<file path="src/design/opsq_pkg.sv">
// ----------------------------------------------------------------------------
// opsq_pkg
// Shared constants and types for the operating point stability qualifier.
// ----------------------------------------------------------------------------
package opsq_pkg;

  localparam int unsigned SpeedW      = 16;
  localparam int unsigned SpeedStoreW = 13;
  localparam int unsigned LoadW       = 16;
  localparam int unsigned LaunchW     = 8;
  localparam int unsigned CountW      = 9;
  localparam int unsigned CoarseW     = 8;
  localparam int unsigned SpeedUnitSh = 5;   // one coarse step is 32 speed counts

  localparam int unsigned InDataW  = 48;
  localparam int unsigned OutDataW = 16;
  localparam int unsigned CfgAddrW = 3;
  localparam int unsigned CfgDataW = 16;

  localparam logic [SpeedStoreW-1:0] SpeedStoreMax = 13'd8191;
  localparam logic [CountW-1:0]      CountMax      = 9'd499;

  localparam logic [CfgAddrW-1:0] CfgSpeedThr  = 3'd0;
  localparam logic [CfgAddrW-1:0] CfgLoadThr   = 3'd1;
  localparam logic [CfgAddrW-1:0] CfgDelay     = 3'd2;
  localparam logic [CfgAddrW-1:0] CfgMinSpeed  = 3'd3;
  localparam logic [CfgAddrW-1:0] CfgAutoGear  = 3'd4;

  typedef struct packed {
    logic               fault_inhibit;
    logic               critical_zone;
    logic [LaunchW-1:0] launch_inhibit_count;
    logic               acquisition_inhibit;
    logic               gear_changing;
    logic [LoadW-1:0]   air_load;
    logic [SpeedW-1:0]  engine_speed;
  } event_t;

  typedef struct packed {
    logic              adapt_enable;
    logic [CountW-1:0] stable_count;
    logic              engine_stable;
    logic              load_stable;
    logic              speed_stable;
  } result_t;

endpackage

</file>
<file path="src/design/operating_point_stability_qualifier_unit.sv">
// ----------------------------------------------------------------------------
// operating_point_stability_qualifier_unit
// Qualifies speed/load stability per engine event and gates knock adaptation.
// ----------------------------------------------------------------------------
//  channel   dir  tdata bits (low to high)
//  s_axis    in   speed 16, load 16, gear_chg 1, acq_inh 1, launch 8,
//                 crit_zone 1, fault_inh 1, zero pad 4
//  m_axis    out  speed_ok 1, load_ok 1, eng_ok 1, count 9, adapt 1, pad 3
//  cfg       in   we, 3-bit index, 16-bit data; write only
//
//  Input register, then result register; one event per cycle sustained
//  while m_axis_tready_i is high.
//  Reset clears config, history and counter to zero.
//  A stall on m_axis fills the input register, then drops s_axis_tready_o.
// ----------------------------------------------------------------------------
module operating_point_stability_qualifier_unit (
  input  logic                           clk_i,
  input  logic                           rst_ni,
  input  logic                           s_axis_tvalid_i,
  output logic                           s_axis_tready_o,
  input  logic [opsq_pkg::InDataW-1:0]   s_axis_tdata_i,   // see table above
  output logic                           m_axis_tvalid_o,
  input  logic                           m_axis_tready_i,
  output logic [opsq_pkg::OutDataW-1:0]  m_axis_tdata_o,   // see table above
  input  logic                           cfg_we_i,
  input  logic [opsq_pkg::CfgAddrW-1:0]  cfg_addr_i,
  input  logic [opsq_pkg::CfgDataW-1:0]  cfg_wdata_i
);
  import opsq_pkg::*;

  logic [15:0]       speed_thr_q, load_thr_q, delay_q;
  logic [CoarseW-1:0] min_speed_q;
  logic              auto_gear_q;

  event_t            ev_q;
  logic              ev_vld_q;
  result_t           res_q;
  logic              res_vld_q;

  logic [SpeedStoreW-1:0] prev_speed_q;
  logic [LoadW-1:0]       prev_load_q;
  logic [CountW-1:0]      cnt_q;

  logic              advance;
  logic [SpeedW-1:0] speed_ext, speed_diff, load_diff;
  logic [SpeedW-1:0] min_speed_full;
  logic              spd_ok, load_ok, adapt;
  logic [CountW-1:0] reload, cnt_d;
  logic [SpeedStoreW-1:0] prev_speed_d;

  assign advance         = ev_vld_q && (!res_vld_q || m_axis_tready_i);
  assign s_axis_tready_o = !ev_vld_q || advance;

  // configuration
  always_ff @(posedge clk_i or negedge rst_ni) begin
    if (!rst_ni) begin
      speed_thr_q <= '0;
      load_thr_q  <= '0;
      delay_q     <= '0;
      min_speed_q <= '0;
      auto_gear_q <= 1'b0;
    end else if (cfg_we_i) begin
      unique case (cfg_addr_i)
        CfgSpeedThr: speed_thr_q <= cfg_wdata_i;
        CfgLoadThr:  load_thr_q  <= cfg_wdata_i;
        CfgDelay:    delay_q     <= cfg_wdata_i;
        CfgMinSpeed: min_speed_q <= cfg_wdata_i[CoarseW-1:0];
        CfgAutoGear: auto_gear_q <= cfg_wdata_i[0];
        default: ;
      endcase
    end
  end

  // input register
  always_ff @(posedge clk_i or negedge rst_ni) begin
    if (!rst_ni) begin
      ev_vld_q <= 1'b0;
    end else if (s_axis_tready_o) begin
      ev_vld_q <= s_axis_tvalid_i;
    end
  end

  always_ff @(posedge clk_i) begin
    if (s_axis_tready_o && s_axis_tvalid_i) begin
      ev_q <= event_t'(s_axis_tdata_i[$bits(event_t)-1:0]);
    end
  end

  // qualification logic
  always_comb begin
    speed_ext  = {{(SpeedW-SpeedStoreW){1'b0}}, prev_speed_q};
    speed_diff = (ev_q.engine_speed >= speed_ext) ? ev_q.engine_speed - speed_ext
                                                  : speed_ext - ev_q.engine_speed;
    load_diff  = (ev_q.air_load >= prev_load_q) ? ev_q.air_load - prev_load_q
                                                : prev_load_q - ev_q.air_load;
    spd_ok  = speed_diff <= speed_thr_q;
    load_ok = load_diff <= load_thr_q;

    prev_speed_d = (ev_q.engine_speed > {{(SpeedW-SpeedStoreW){1'b0}}, SpeedStoreMax})
                   ? SpeedStoreMax : ev_q.engine_speed[SpeedStoreW-1:0];

    reload = (delay_q > {{(16-CountW){1'b0}}, CountMax}) ? CountMax
                                                         : delay_q[CountW-1:0];
    if (spd_ok && load_ok) begin
      cnt_d = (cnt_q != '0) ? cnt_q - 1'b1 : '0;
    end else begin
      cnt_d = reload;
    end

    min_speed_full = {{(SpeedW-CoarseW-SpeedUnitSh){1'b0}}, min_speed_q,
                      {SpeedUnitSh{1'b0}}};
    adapt = !ev_q.acquisition_inhibit && ev_q.critical_zone
         && (ev_q.launch_inhibit_count == '0)
         && (!ev_q.gear_changing || !auto_gear_q)
         && (ev_q.engine_speed >= min_speed_full)
         && !ev_q.fault_inhibit && (cnt_d == '0);
  end

  // history and result register
  always_ff @(posedge clk_i or negedge rst_ni) begin
    if (!rst_ni) begin
      prev_speed_q <= '0;
      prev_load_q  <= '0;
      cnt_q        <= '0;
      res_vld_q    <= 1'b0;
    end else begin
      if (advance) begin
        prev_speed_q <= prev_speed_d;
        prev_load_q  <= ev_q.air_load;
        cnt_q        <= cnt_d;
        res_vld_q    <= 1'b1;
      end else if (m_axis_tready_i) begin
        res_vld_q    <= 1'b0;
      end
    end
  end

  always_ff @(posedge clk_i) begin
    if (advance) begin
      res_q.speed_stable  <= spd_ok;
      res_q.load_stable   <= load_ok;
      res_q.engine_stable <= (cnt_d == '0);
      res_q.stable_count  <= cnt_d;
      res_q.adapt_enable  <= adapt;
    end
  end

  assign m_axis_tvalid_o = res_vld_q;
  assign m_axis_tdata_o  = {{(OutDataW-$bits(result_t)){1'b0}}, res_q};

endmodule

</file>
<file path="config.mk">
export PLATFORM = sky130hd
export DESIGN_NAME = operating_point_stability_qualifier_unit
export DESIGN_NICKNAME = d
export VERILOG_FILES = /design/src/design/opsq_pkg.sv /design/src/design/operating_point_stability_qualifier_unit.sv
export SDC_FILE = /design/constraint.sdc
export NUM_CORES = 1
export LEC_CHECK = 0
export BUFFER_PORTS_ARGS = -buffer_cell sky130_fd_sc_hd__buf_2
export CORE_MARGIN = 2
export CORE_UTILIZATION = 40
export DETAILED_ROUTE_END_ITERATION = 12
export GPL_ROUTABILITY_DRIVEN = 0
export PLACE_DENSITY = 0.59
export SLEW_MARGIN = 40
export SYNTH_ARGS = -nofsm -noshare
export SYNTH_HDL_FRONTEND = slang
export SYNTH_SLANG_ARGS = --single-unit
</file>
<file path="constraint.sdc">
create_clock -name clk_i -period 5 [get_ports clk_i]
set_clock_uncertainty 0.05 [all_clocks]
set_input_delay 1.5 -clock clk_i [delete_from_list [all_inputs] [get_ports clk_i]]
set_output_delay 1.5 -clock clk_i [all_outputs]
set_load 0.05 [all_outputs]
</file>
==> impl_metrics.toml <==
[run_status]
result_of_the_run = "complete, but fails checks"
violations = "negative setup slack"

[yosys]
post_synth_instance_area_um2 = 9743
synthDistinctLibCells = 72
post-synth-top-area-cell = "sky130_fd_sc_hd__dfrtp_1"
asyncSetResetFlopFracSynth = 0.6299
synth.yosys.seq_area_share = 0.4248
synthDominantCellAreaShare = 0.2491
synth_area_leaders = "sky130_fd_sc_hd__dfrtp_1, sky130_fd_sc_hd__edfxtp_1, sky130_fd_sc_hd__ha_1"
synth-main-ff-cell = "sky130_fd_sc_hd__dfrtp_1"
synth-edff-count = 57
yosys_warnings = 0
postSynthRegisterBits = 154
post_synthesis_cells = 980
syn_area_per_cell_um2 = 9.942

[worst_setup_path]
worst_path_required_ns = 5.26
worst-endpoint-arrival_ns = 5.40
critical_path_fanout_max = 7
endpoint_kind = "flip-flop"
crit_type = "flip-flop to flip-flop"
setup.worst_path.start_class = "flip-flop"

[clock_network]
clockRootBuffer = "sky130_fd_sc_hd__clkbuf_16"
tritoncts_clock_tree = "yes"
insertion_delay_of_the_later_clocked_pin_in_the_worst_skew_pair_ns = 0.43
cts.reportedPaths.clkPinSlew_ns = 0.06
clock_tree.buffer_depth = 2
tritoncts_num_sinks = 154
numCtsBuffers = 17
htree_num_levels = 4
cts_hold_buffers = 0

[sta]
layout_min_cycle_time_ns = 5.141
max_slew.worst_pin.slew_ns = 0.6430
finalCritPeriodShare = 1.028
post-route-worst-setup-slack_ns = -0.1414
setup_viol_count_final = 18
final.setup.tns_ns = -1.498
drv_slew = 0
grt_setup_unrepaired = "true"
fin_hold_ws_ns = 0.4370
highest_clock_rate_mhz = 194.5
final_hold_viol_count = 0
maxSlewHeadroom = 0.5707

[placement]
io_buf_count = 82
inst_count_dp = 1453
postPlaceCellArea_um2 = 11210
dpl.hpwl_um = 16910

[final_layout]
finalInstanceArea_um2 = 12020
nets = 1331
flow.area_growth_from_synthesis_pct = 23.32
sequential_cell_area_um2 = 4139
layout-drive-gt1-share = 0.2667
layout_commonest_cell = "sky130_fd_sc_hd__inv_1"
layout_common_cells = "sky130_fd_sc_hd__inv_1, sky130_fd_sc_hd__buf_4, sky130_fd_sc_hd__ha_1, sky130_fd_sc_hd__dfrtp_1, sky130_fd_sc_hd__buf_2"
multi_input_area_um2 = 5184
stdcell_count = 1495
final.fill_count = 2284

[routing]
route.antenna.remaining_nets = 0
detail_route.wirelength.met1_um = 10900
wl_met2_um = 10240
first_iter_violations = 403
post_drt_via_cell_ratio = 5.058
route.final.wire_length_um = 22290
route.met3.wl_um = 869
drc = 0
dr_top_layer = "met5"
detailedRoute.firstPassIterationCount = 5
post_drt_wl_per_cell_um = 14.91
vias = 7562

[power_and_ir_drop]
power_density_nw_per_um2 = 390.8
peakVddDrop_mv = 0.2176
clockPowerShare = 0.269
power.share.sequential = 0.347
total_switching_power_mw = 1.625
internal_power_mw = 3.070
switching_share = 0.3461
p_comb_frac = 0.385
power.leakage_nw = 5.621

[global_routing]
global_route_wire_length_before_repair_um = 37470
grt_max_degree = 62
grt_overflow = 0
groute.usage.overall = 0.1815
grt_antenna_before_repair = 2
vias_in_the_first_global_route = 7496

[floorplan]
std_cell_rows = 57
die_h_um = 160.1
initial_utilization = 0.4042
die_width_um = 160.1
coreArea_um2 = 24110
dieArea_um2 = 25620
boundaryPins = 90

[min_path]
min-delay-path-class = "flip-flop to flip-flop"

[flow_run]
cap_violations = 0
## worst paths after layout
kind,startpoint,end,slack (ns),cells past startpoint
worst max-delay path,ev_q[16],cnt_q[6],-0.14,23
worst min-delay path,ev_vld_q,m_axis_tvalid_o,0.44,1
worst max register to register,ev_q[16],cnt_q[6],-0.14,23
worst min register to register,ev_vld_q,m_axis_tvalid_o,0.44,1
max in group asynchronous,rst_ni,m_axis_tvalid_o,3.12,2
min in group asynchronous,rst_ni,cnt_q[0],1.02,1
## through the flow
stage                     setup slack (ns)  power, mW  utilization
final                              -0.1414      4.695       0.4984
after global routing               -0.4057      5.014       0.4983
after CTS                          -0.2540      4.682       0.4936
after detailed placement           -0.4966      3.310       0.4650
after global placement             -0.3893      3.276       0.4646
after floorplan                    0.03947      2.793            -
## synthesized netlist by cell type (all sizes together) (10+ instances only)
cell	count
a21o	36
a21oi	59
buf	14
clkbuf	23
dfrtp	97
edfxtp	57
ha	98
inv	119
mux2	36
mux2i	25
nand2	78
nand2b	12
nand3	10
nand4	13
nor2	53
nor2b	10
nor3	15
o21ai	78
xnor2	19
## worst max-delay path, stage by stage, from the launching register on
cell	delay [ns]
sky130_fd_sc_hd__edfxtp_1	0.41
sky130_fd_sc_hd__inv_2	0.09
sky130_fd_sc_hd__ha_4	0.13
sky130_fd_sc_hd__inv_2	0.03
sky130_fd_sc_hd__fa_2	0.36
sky130_fd_sc_hd__a211oi_4	0.26
sky130_fd_sc_hd__o21ai_2	0.12
sky130_fd_sc_hd__a31oi_4	0.20
sky130_fd_sc_hd__o211ai_1	0.16
sky130_fd_sc_hd__o41ai_4	0.35
sky130_fd_sc_hd__buf_4	0.23
sky130_fd_sc_hd__mux2i_4	0.25
sky130_fd_sc_hd__nand3_1	0.10
sky130_fd_sc_hd__o2111a_1	0.15
sky130_fd_sc_hd__ha_1	0.27
sky130_fd_sc_hd__and3_4	0.19
sky130_fd_sc_hd__a221oi_2	0.24
sky130_fd_sc_hd__nor2_1	0.07
sky130_fd_sc_hd__a211oi_2	0.26
sky130_fd_sc_hd__o211ai_1	0.19
sky130_fd_sc_hd__a22o_4	0.33
sky130_fd_sc_hd__buf_12	0.15
sky130_fd_sc_hd__mux2i_2	0.15
sky130_fd_sc_hd__mux2_4	0.27
## power groups by stage
stage	registers, mW	clock network (mW)	logic, mW
2_1_floorplan	1.68	0	1.11
3_3_place_gp	1.65	0	1.63
3_5_place_dp	1.65	0	1.66
4_1_cts	1.63	1.30	1.76
5_1_grt	1.65	1.34	2.02
6_report	1.63	1.26	1.81
## metal layers
| metal | GRT usage | up-vias |
|---|---|---|
| met1 | 0.2522 | 3629 |
| met3 | 0.03039 | 24 |
| met5 | 0 | - |
| li1 | - | 3778 |
| met2 | 0.2946 | 129 |
| met4 | 0.04914 | 2 |
## cell type report
type,count,area share
antenna,1,0.0002083
clock buffer,19,0.03863
clock inverter,13,0.008643
inverter,119,0.03718
multi-input combinational,672,0.4314
sequential,154,0.3445
tap,324,0.03374
timing repair buffer,193,0.1057
## flip-flops by register name (all words and copies together), names as in the netlist
| register | flops |
|---|---|
| prev_load_q | 16 |
| delay_q | 16 |
| min_speed_q | 8 |
| ev_vld_q | 1 |
| speed_thr_q | 16 |
| cnt_q | 9 |
| load_thr_q | 16 |
| m_axis_tvalid_o | 1 |
| m_axis_tdata_o | 13 |
| prev_speed_q | 13 |
| ev_q | 44 |
| auto_gear_q | 1 |
## repair_timing
| item | in CTS | in global routing |
|---|---|---|
| pin swaps | 16 | 16 |
| gates resized for setup | 23 | 16 |
| endpoints found under the setup margin | 20 | 22 |
| buffers inserted | 5 | 5 |
## logic make-up (layout without fill, tap and decap cells)
group           Yosys count  after routing  synth area share
xor+xnor                 28             28           0.02517
other cells               1              4         0.0003849
compound gates          244            244            0.1640
simple gates            234            234            0.1190
mux                      61             61           0.06729
buf+inv                 156            344           0.06524
flops                   154            154            0.4248
fa+ha+maj               102            102            0.1341
No activity file was read; power rests on OpenSTA's default activity.
